==> config.mk <==
export PLATFORM = sky130hd
export DESIGN_NAME = triangle_primitive_assembler_flat
export DESIGN_NICKNAME = d
export VERILOG_FILES = /design/src/design/tpa_pkg.sv /design/src/design/tpa_if.sv /design/src/design/triangle_primitive_assembler.sv /design/src/flat_wrapper.sv
export SDC_FILE = /design/constraint.sdc
export NUM_CORES = 1
export LEC_CHECK = 0
export ABC_AREA = 0
export BUFFER_PORTS_ARGS = -buffer_cell sky130_fd_sc_hd__buf_4
export CORE_MARGIN = 8
export CORE_UTILIZATION = 50
export CTS_CLUSTER_DIAMETER = 60
export DETAILED_ROUTE_END_ITERATION = 6
export PLACE_DENSITY = 0.75
export SLEW_MARGIN = 10
export SYNTH_ARGS = -nofsm -noshare
export SYNTH_HDL_FRONTEND = slang
export SYNTH_SLANG_ARGS = --single-unit
==> constraint.sdc <==
create_clock -name clock -period 11.8 [get_ports clock]
set_clock_uncertainty 0.2 [all_clocks]
set_input_delay 1.18 -clock clock [delete_from_list [all_inputs] [get_ports clock]]
set_output_delay 1.18 -clock clock [all_outputs]
set_load 0.01 [all_outputs]
==> src/design/tpa_pkg.sv <==
// Shared types and constants for the triangle primitive assembler.
package tpa_pkg;

   localparam int unsigned FIELD_W        = 32;
   localparam int unsigned MODE_W         = 2;
   localparam int unsigned FILL_W         = 2;
   localparam int unsigned INDEX_BITS_DEF = 32;

   localparam logic [MODE_W-1:0] MODE_LIST  = 2'd0;
   localparam logic [MODE_W-1:0] MODE_STRIP = 2'd1;
   localparam logic [MODE_W-1:0] MODE_FAN   = 2'd2;

   localparam logic [FILL_W-1:0] FILL_EMPTY = 2'd0;
   localparam logic [FILL_W-1:0] FILL_ONE   = 2'd1;
   localparam logic [FILL_W-1:0] FILL_TWO   = 2'd2;

   localparam logic [FIELD_W-1:0] COUNT_MAX = '1;

   typedef struct packed {
      logic [FIELD_W-1:0] vertex_index;
      logic [MODE_W-1:0]  primitive_mode;
      logic               group_start;
      logic [FIELD_W-1:0] material_id;
   } tpa_req_type;

   typedef struct packed {
      logic [FIELD_W-1:0] corner_a;
      logic [FIELD_W-1:0] corner_b;
      logic [FIELD_W-1:0] corner_c;
      logic [FIELD_W-1:0] triangle_material;
      logic [FIELD_W-1:0] triangle_number;
   } tpa_rsp_type;

endpackage

==> src/design/tpa_if.sv <==
// Valid/ready channel interfaces for vertex beats and triangle beats.
interface tpa_req_if;
   import tpa_pkg::*;
   logic        valid;
   logic        ready;
   tpa_req_type data;
   modport source (output valid, output data, input ready);
   modport sink (input valid, input data, output ready);
endinterface

interface tpa_rsp_if;
   import tpa_pkg::*;
   logic        valid;
   logic        ready;
   tpa_rsp_type data;
   modport source (output valid, output data, input ready);
   modport sink (input valid, input data, output ready);
endinterface

==> src/design/triangle_primitive_assembler.sv <==
// A vertex beat that completes a triangle shows its triangle beat from the next cycle.
// Throughput: one vertex beat per cycle; a new beat is taken whenever the result register
// is empty or its triangle is taken in the same cycle.
// Only the single result register lies between the two: window update and emit are one level.
// Reset (synchronous, active high) clears the window, fill count, strip parity,
// triangle counter and result valid.
module triangle_primitive_assembler #(
   parameter int unsigned INDEX_BITS = tpa_pkg::INDEX_BITS_DEF
) (
   input logic  clock,
   input logic  reset,
   tpa_req_if.sink   req_bus,
   tpa_rsp_if.source rsp_bus
);
   import tpa_pkg::*;

   // Vertex window and group tracking
   logic [INDEX_BITS-1:0] older_ff, older_in;
   logic [INDEX_BITS-1:0] newer_ff, newer_in;
   logic [FILL_W-1:0]     fill_ff, fill_in;
   logic                  odd_ff, odd_in;
   logic [FIELD_W-1:0]    emitted_ff, emitted_in;

   // Result register
   logic                  rsp_valid_ff, rsp_valid_in;
   tpa_rsp_type           rsp_data_ff, rsp_data_in;

   logic                  req_ready;
   logic                  accept;
   logic [INDEX_BITS-1:0] vtx;
   logic [FILL_W-1:0]     fill_eff;
   logic                  odd_eff;
   logic                  emit;
   logic [INDEX_BITS-1:0] tri_a, tri_b, tri_c;

   // The result register frees up in the same cycle its beat is taken.
   assign req_ready       = !rsp_valid_ff || rsp_bus.ready;
   assign req_bus.ready   = req_ready;
   assign accept          = req_bus.valid && req_ready;
   assign vtx             = req_bus.data.vertex_index[INDEX_BITS-1:0];

   // Group start wipes the fill count and parity before this vertex is placed.
   assign fill_eff = req_bus.data.group_start ? FILL_EMPTY : fill_ff;
   assign odd_eff  = req_bus.data.group_start ? 1'b0 : odd_ff;

   always_comb begin
      older_in = older_ff;
      newer_in = newer_ff;
      fill_in  = fill_ff;
      odd_in   = odd_ff;
      emit     = 1'b0;
      tri_a    = older_ff;
      tri_b    = newer_ff;
      tri_c    = vtx;
      if (accept) begin
         case (req_bus.data.primitive_mode)
            MODE_LIST, MODE_STRIP, MODE_FAN: begin
               fill_in = fill_eff;
               odd_in  = odd_eff;
               case (fill_eff)
                  FILL_EMPTY: begin
                     older_in = vtx;
                     fill_in  = FILL_ONE;
                  end
                  FILL_ONE: begin
                     newer_in = vtx;
                     fill_in  = FILL_TWO;
                  end
                  default: begin
                     // Full window: a triangle goes out in every mode.
                     emit = 1'b1;
                     case (req_bus.data.primitive_mode)
                        MODE_LIST: begin
                           fill_in = FILL_EMPTY;
                        end
                        MODE_STRIP: begin
                           // Odd strip triangles swap b and c to keep winding.
                           if (odd_eff) begin
                              tri_b = vtx;
                              tri_c = newer_ff;
                           end
                           older_in = newer_ff;
                           newer_in = vtx;
                           odd_in   = !odd_eff;
                        end
                        default: begin
                           // Fan: the anchor stays put, only the newer slot slides.
                           newer_in = vtx;
                        end
                     endcase
                  end
               endcase
            end
            default: begin
               // Unused mode code: beat is dropped with no state change.
            end
         endcase
      end
   end

   // Counter saturates; the number carried is the count before this triangle.
   assign emitted_in = (emit && emitted_ff != COUNT_MAX) ? emitted_ff + 1'b1 : emitted_ff;

   always_comb begin
      rsp_data_in.corner_a          = FIELD_W'(tri_a);
      rsp_data_in.corner_b          = FIELD_W'(tri_b);
      rsp_data_in.corner_c          = FIELD_W'(tri_c);
      rsp_data_in.triangle_material = req_bus.data.material_id;
      rsp_data_in.triangle_number   = emitted_ff;
   end

   always_comb begin
      if (accept) begin
         rsp_valid_in = emit;
      end else begin
         rsp_valid_in = rsp_valid_ff && !rsp_bus.ready;
      end
   end

   always_ff @(posedge clock) begin
      if (reset) begin
         older_ff     <= '0;
         newer_ff     <= '0;
         fill_ff      <= FILL_EMPTY;
         odd_ff       <= 1'b0;
         emitted_ff   <= '0;
         rsp_valid_ff <= 1'b0;
      end else begin
         older_ff     <= older_in;
         newer_ff     <= newer_in;
         fill_ff      <= fill_in;
         odd_ff       <= odd_in;
         emitted_ff   <= emitted_in;
         rsp_valid_ff <= rsp_valid_in;
      end
   end

   // Payload loads only with a new triangle, so a stalled beat holds.
   always_ff @(posedge clock) begin
      if (accept && emit) begin
         rsp_data_ff <= rsp_data_in;
      end
   end

   assign rsp_bus.valid = rsp_valid_ff;
   assign rsp_bus.data  = rsp_data_ff;

`ifndef SYNTHESIS
   // Window never holds more than two vertices.
   a_fill_range: assert property (@(posedge clock) disable iff (reset)
      fill_ff != 2'd3)
      else $error("fill count out of range");

   // A triangle beat only appears right after a vertex was accepted.
   a_rsp_after_accept: assert property (@(posedge clock) disable iff (reset)
      $rose(rsp_valid_ff) |-> $past(accept))
      else $error("triangle beat without a vertex beat");

   // A held triangle's number is one below the running count unless saturated.
   a_number_tracks_count: assert property (@(posedge clock) disable iff (reset)
      rsp_valid_ff |-> (rsp_data_ff.triangle_number + 1'b1 == emitted_ff)
                       || (emitted_ff == COUNT_MAX))
      else $error("triangle number out of step with counter");

   // Running count never goes backwards.
   a_count_monotonic: assert property (@(posedge clock) disable iff (reset)
      !$past(reset) |-> emitted_ff >= $past(emitted_ff))
      else $error("triangle counter decreased");
`endif

endmodule
==> src/flat_wrapper.sv <==
// flat-port wrapper written by rule: the top's interface ports become plain ports
module triangle_primitive_assembler_flat import tpa_pkg::*;
#(
   parameter int unsigned INDEX_BITS = tpa_pkg::INDEX_BITS_DEF
)
  (clock, reset, req_bus_valid, req_bus_data, req_bus_ready, rsp_bus_valid, rsp_bus_data, rsp_bus_ready);
  tpa_req_if req_bus_i ();
  tpa_rsp_if rsp_bus_i ();
  input logic clock;
  input logic reset;
  input wire logic [$bits(req_bus_i.valid)-1:0] req_bus_valid;
  input wire logic [$bits(req_bus_i.data)-1:0] req_bus_data;
  output wire logic [$bits(req_bus_i.ready)-1:0] req_bus_ready;
  output wire logic [$bits(rsp_bus_i.valid)-1:0] rsp_bus_valid;
  output wire logic [$bits(rsp_bus_i.data)-1:0] rsp_bus_data;
  input wire logic [$bits(rsp_bus_i.ready)-1:0] rsp_bus_ready;
  assign req_bus_i.valid = req_bus_valid;
  assign req_bus_i.data = req_bus_data;
  assign req_bus_ready = req_bus_i.ready;
  assign rsp_bus_valid = rsp_bus_i.valid;
  assign rsp_bus_data = rsp_bus_i.data;
  assign rsp_bus_i.ready = rsp_bus_ready;
  triangle_primitive_assembler #(.INDEX_BITS(INDEX_BITS)) u_core (.clock(clock), .reset(reset), .req_bus(req_bus_i), .rsp_bus(rsp_bus_i));
endmodule
Word level (Yosys, flattened, before mapping)
Index checks and enable logic that the tools add are counted.
{ "classes": {"n_mux": 24, "n_addsub": 1, "reduce_logical": 16, "n_eq_ne": 5, "bitwise_logic": 2} }
{ "op_table": {"columns": ["op", "count"], "rows": [
  ["two-way mux 32 bit", 12],
  ["one-hot mux 32 bit (2 select lines)", 2],
  ["adder 32 x 1 -> 32 bit, second input constant", 1],
  ["!= test 32 bit, second input constant", 1],
  ["AND reduction 4 bit", 2],
  ["two-way mux 1 bit", 7],
  ["equality test 2 x 1 -> 1 bit, second input constant", 2],
  ["logical AND 1 bit", 4],
  ["logical NOT 2 bit", 2],
  ["two-way mux 2 bit", 2],
  ["one-hot mux 2 bit (2 select lines)", 1],
  ["logical NOT 1 bit", 3],
  ["OR reduction 3 bit", 1],
  ["equality test 2 bit, second input constant", 1],
  ["!= test 2 x 1 -> 1 bit, second input constant", 1],
  ["inverter 1 bit", 2],
  ["AND reduction 2 bit", 1],
  ["nonzero test 2 bit", 1],
  ["OR reduction 2 bit", 1],
  ["logical OR 1 bit", 1]
]} }
{ "totals": {"elab_cells": 59, "in_bits": 71, "regBits": 260} }

Logic depth before layout (Yosys ltp)
{ "logic_depth": {"depth_word": 7, "mapped_depth": 8} }

Worst setup path before layout
Ideal clock, no wire load.
{ "synth_timing": {"kind": "input-to-reg", "from": "input rsp_bus_ready", "to": "register u_core.emitted_ff[26]", "cell_stages": 7, "arrival_time_ns": 4.440, "path_buffers": 1, "slack_ns": 7.089, "path_cell_list": "nand2b_1 > nand3_2 > inv_2 > nand4_2 > buf_2 > or3_1 > a21oi_1"} }
{ "synth_between": {"elab_chain_cells": 4} }
{ "synth_lines": {"columns": ["item", "line", "text"], "rows": [
  ["start, declared", "flat_wrapper.sv:16", "input wire logic [$bits(rsp_bus_i.ready)-1:0] rsp_bus_ready;"],
  ["logical OR 1 bit", "triangle_primitive_assembler.sv:37", "assign req_ready = !rsp_valid_ff || rsp_bus.ready;"],
  ["logical AND 1 bit", "triangle_primitive_assembler.sv:39", "assign accept = req_bus.valid && req_ready;"],
  ["two-way mux 1 bit", "triangle_primitive_assembler.sv:55", "if (accept) begin"],
  ["logical AND 1 bit", "triangle_primitive_assembler.sv:102", "assign emitted_in = (emit && emitted_ff != COUNT_MAX) ? emitted_ff + 1'b1 : emitted_ff;"],
  ["end signal, assigned", "triangle_primitive_assembler.sv:133", "emitted_ff <= emitted_in;"],
  ["end, declared", "triangle_primitive_assembler.sv:22", "logic [FIELD_W-1:0] emitted_ff, emitted_in;"]
]} }
Every way passes these cells.
A chain may end at the register's enable or synchronous reset.

Worst setup path in the final report
{ "layout_timing": {"from": "input req_bus_data[34]", "to": "register u_core.emitted_ff[14]"} }
{ "layout_between": {"elab_chain_cells": 5} }
{ "layout_lines": {"columns": ["item", "line", "text"], "rows": [
  ["start, declared", "flat_wrapper.sv:12", "input wire logic [$bits(req_bus_i.data)-1:0] req_bus_data;"],
  ["equality test 2 bit, or another cell as far along", "triangle_primitive_assembler.sv:56", "case (req_bus.data.primitive_mode)"],
  ["OR reduction 3 bit (*)", "triangle_primitive_assembler.sv:56", null],
  ["two-way mux 1 bit (*)", "triangle_primitive_assembler.sv:56", null],
  ["two-way mux 1 bit (*)", "triangle_primitive_assembler.sv:55", null],
  ["logical AND 1 bit (*)", "triangle_primitive_assembler.sv:102", null]
]} }
Every way passes the cells marked *; elsewhere a longest branch is shown, timed or not.

==> results.sh <==
export IMPL_status="completed"
export IMPL_grt_pass1_wl_um=36160
export IMPL_final_period_utilization=0.3919
export IMPL_fillers=1477
export IMPL_die_area_sq_um=24680
export IMPL_setup_violations=0
export IMPL_synth_most_common_cell="edfxtp_1"
export IMPL_required_ps=12040
export IMPL_p_comb_frac=0.040
export IMPL_critPathSlowestCell="buf_4"
export IMPL_setup_tns_ps=0
export IMPL_die_x_um=157.1
export IMPL_arrival_ps=4860
export IMPL_max_stage_delay_ps=940
export IMPL_ctsResizeCount=0
export IMPL_start_util=0.5099
export IMPL_cts_max_path_buffers=3
export IMPL_overflow=0
export IMPL_dp_hpwl_um=15320
export IMPL_ys_types=43
export IMPL_relSlewSlack=0.2476
export IMPL_drc=0
export IMPL_port_buffers=232
export IMPL_wl_per_cell_um=18.39
export IMPL_max_slew_worst_pin_slew_ps=1129
export IMPL_place_ws_ps=6611
export IMPL_p_leak_nw=4.721
export IMPL_synth_ff_type="edfxtp_1"
export IMPL_path_common_cell="buf_4"
export IMPL_ys_seq_elements=260
export IMPL_intPower_mw=1.524
export IMPL_syn_inst=784
export IMPL_viasPerCell=5.446
export IMPL_vias=7004
export IMPL_cts_tree="yes"
export IMPL_clk_pin_slew_ps=60
export IMPL_synthTopCellsByCount="160 x edfxtp_1, 141 x nand2_1, 100 x dfxtp_1"
export IMPL_clock_sinks=260
export IMPL_clk_latency_ps=520
export IMPL_seqPwrFrac=0.516
export IMPL_max_freq_mhz=216.2
export IMPL_hold_buffers=0
export IMPL_pwr_density_cell_nw_per_um2=149.5
export IMPL_crit_fanout=89
export IMPL_hold_class="reg2reg"
export IMPL_gp_congestion=0.8140
export IMPL_ys_seq_area_frac=0.6837
export IMPL_synthArstFlopShare=0
export IMPL_core_area_sq_um=19530
export IMPL_holdWs_ps=230.4
export IMPL_synthesis_area_sq_um=9956
export IMPL_crit_path_start_kind="input pin"
export IMPL_nNetsFinal=1073
export IMPL_syn_num_nets=856
export IMPL_post_cts_buffers=0
export IMPL_max_vdd_ir_drop_uv=100.8
export IMPL_synthToLayoutAreaGrowth_pct=28.25
export IMPL_drive_above_1_share=0.3418
export IMPL_syn_avg_cell_area_sq_um=12.70
export IMPL_synth_edf_count=160
export IMPL_ctsRootBufferMaster="clkbuf_16"
export IMPL_clock_power_share=0.444
export IMPL_ant_nets=0
export IMPL_yosysTopAreaCell="edfxtp_1"
export IMPL_grt_max_degree=103
export IMPL_cp_end_kind="register"
export IMPL_grt_pass1_vias=6871
export IMPL_grt_util_all_layers=0.1817
export IMPL_yosys_area_top_type_share=0.4826
export IMPL_drt_initial_drc_count=538
export IMPL_path_class="in2reg"
export IMPL_rsz0062_at_grt="no"
export IMPL_htree_levels=1
export IMPL_cts_made_buffers=26
export IMPL_rows=51
export IMPL_finalHoldViolCount=0
export IMPL_sw_frac_of_total=0.2015
export IMPL_drt_pass1_iterations=5
export IMPL_yosysWarnings=0
export IMPL_die_y_um=157.1
export IMPL_yosys_top_cells_area="edfxtp_1 48%, dfxtp_1 20%, mux2_2 6.6%"
export IMPL_diodes=0
export IMPL_wl_um=23650
export IMPL_fin_crit_ps=4625
export IMPL_cap_violations=0
export IMPL_slew_violations=0
export IMPL_crit_chain="buf_4 > a21boi_2 > nand3_2 > inv_6 > buf_4 > o211ai_1 > or3_1 > a21oi_1"
export IMPL_fin_ws_ps=7175
export IMPL_io_pins=233
export IMPL_antenna_found_initial=0
export IMPL_netSwitchingPower_uw=384.5
## logic make-up (layout without fill, tap and decap cells)
group | count (synthesis) | in the layout | synth area share
AOI/OAI and AO/OA | 136 | 136 | 0.08709
muxes | 65 | 65 | 0.07390
buffers and inverters | 53 | 290 | 0.02451
adders and majority gates | 1 | 1 | 0.001257
DFF | 260 | 260 | 0.6837
and+or+nand+nor | 268 | 268 | 0.1287
xor gates and xnor gates | 1 | 1 | 0.0008799
## placed cells by master (no fill, tap or decap), types with 12 or more instances in the layout
| cell type | count |
|---|---|
| a21oi_1 | 65 |
| a311oi_1 | 32 |
| buf_4 | 238 |
| clkbuf_16 | 28 |
| dfxtp_1 | 100 |
| edfxtp_1 | 160 |
| mux2_2 | 58 |
| nand2_1 | 140 |
| nand3_1 | 14 |
| nand4_1 | 12 |
| nor2_1 | 38 |
| o31ai_1 | 16 |
| or3_1 | 14 |
| or4_1 | 16 |
## worst max-delay path, delay by kind of cell
kind / cells / cell delay, ps
buffers and inverters: 3 / 1850
AOI/OAI and AO/OA: 3 / 750
and+or+nand+nor: 2 / 990
## per-stage QoR
| stage | instances | utilization | area, sq um | power (mW) |
|---|---|---|---|---|
| 3_5_place_dp | 1238 | 0.6080 | 11870 | 1.081 |
| 5_1_grt | 1286 | 0.6539 | 12770 | 1.974 |
| 4_1_cts | 1286 | 0.6539 | 12770 | 1.924 |
| 2_1_floorplan | 784 | - | 9956 | 1.043 |
| 3_3_place_gp | 1238 | 0.6080 | 11870 | 1.078 |
| 6_report | 1286 | 0.6539 | 12770 | 1.908 |
## state kept, by name (all words and copies together), names as in the netlist
signal	flops
u_core.rsp_bus.data	160
u_core.emitted_ff	32
u_core.newer_ff	32
u_core.rsp_bus.valid	1
u_core.fill_ff	2
u_core.older_ff	32
u_core.odd_ff	1
## worst paths after layout
kind / start / slack, ps / cells past startpoint / to
min reg2reg: u_core.older_ff[9] / 230 / 0 / u_core.rsp_bus.data[137]
max reg2reg: u_core.fill_ff[1] / 7580 / 7 / u_core.emitted_ff[14]
min: u_core.older_ff[9] / 230 / 0 / u_core.rsp_bus.data[137]
max: req_bus_data[34] / 7180 / 8 / u_core.emitted_ff[14]
## power by group through the flow
stage | clock, mW | combinational, mW | sequential, mW
finish | 0.847 | 0.0771 | 0.984
global route | 0.904 | 0.0852 | 0.985
CTS | 0.862 | 0.0780 | 0.984
detailed placement | 0 | 0.0774 | 1.00
global placement | 0 | 0.0754 | 1.00
floorplan | 0 | 0.0405 | 1.00
## area by class of cell
class / count / area [sq um] / share of cell area
clock buffer: 37 / 754.5 / 0.05909
clock inverter: 11 / 141.4 / 0.01107
inverter: 4 / 20.02 / 0.001568
multi-input combinational: 471 / 2928 / 0.2293
sequential: 260 / 6807 / 0.5331
tap: 265 / 331.6 / 0.02597
timing repair buffer: 238 / 1787 / 0.1399
## per-layer routing
metal / up-vias / global-route usage / share of wire
li1: 3354 / - / -
met1: 3386 / 0.2190 / 0.40
met2: 218 / 0.3127 / 0.49
met3: 46 / 0.04195 / 0.072
met4: 0 / 0.06800 / 0.030
met5: - / 0 / 0
No activity file was read; power rests on OpenSTA's default activity.
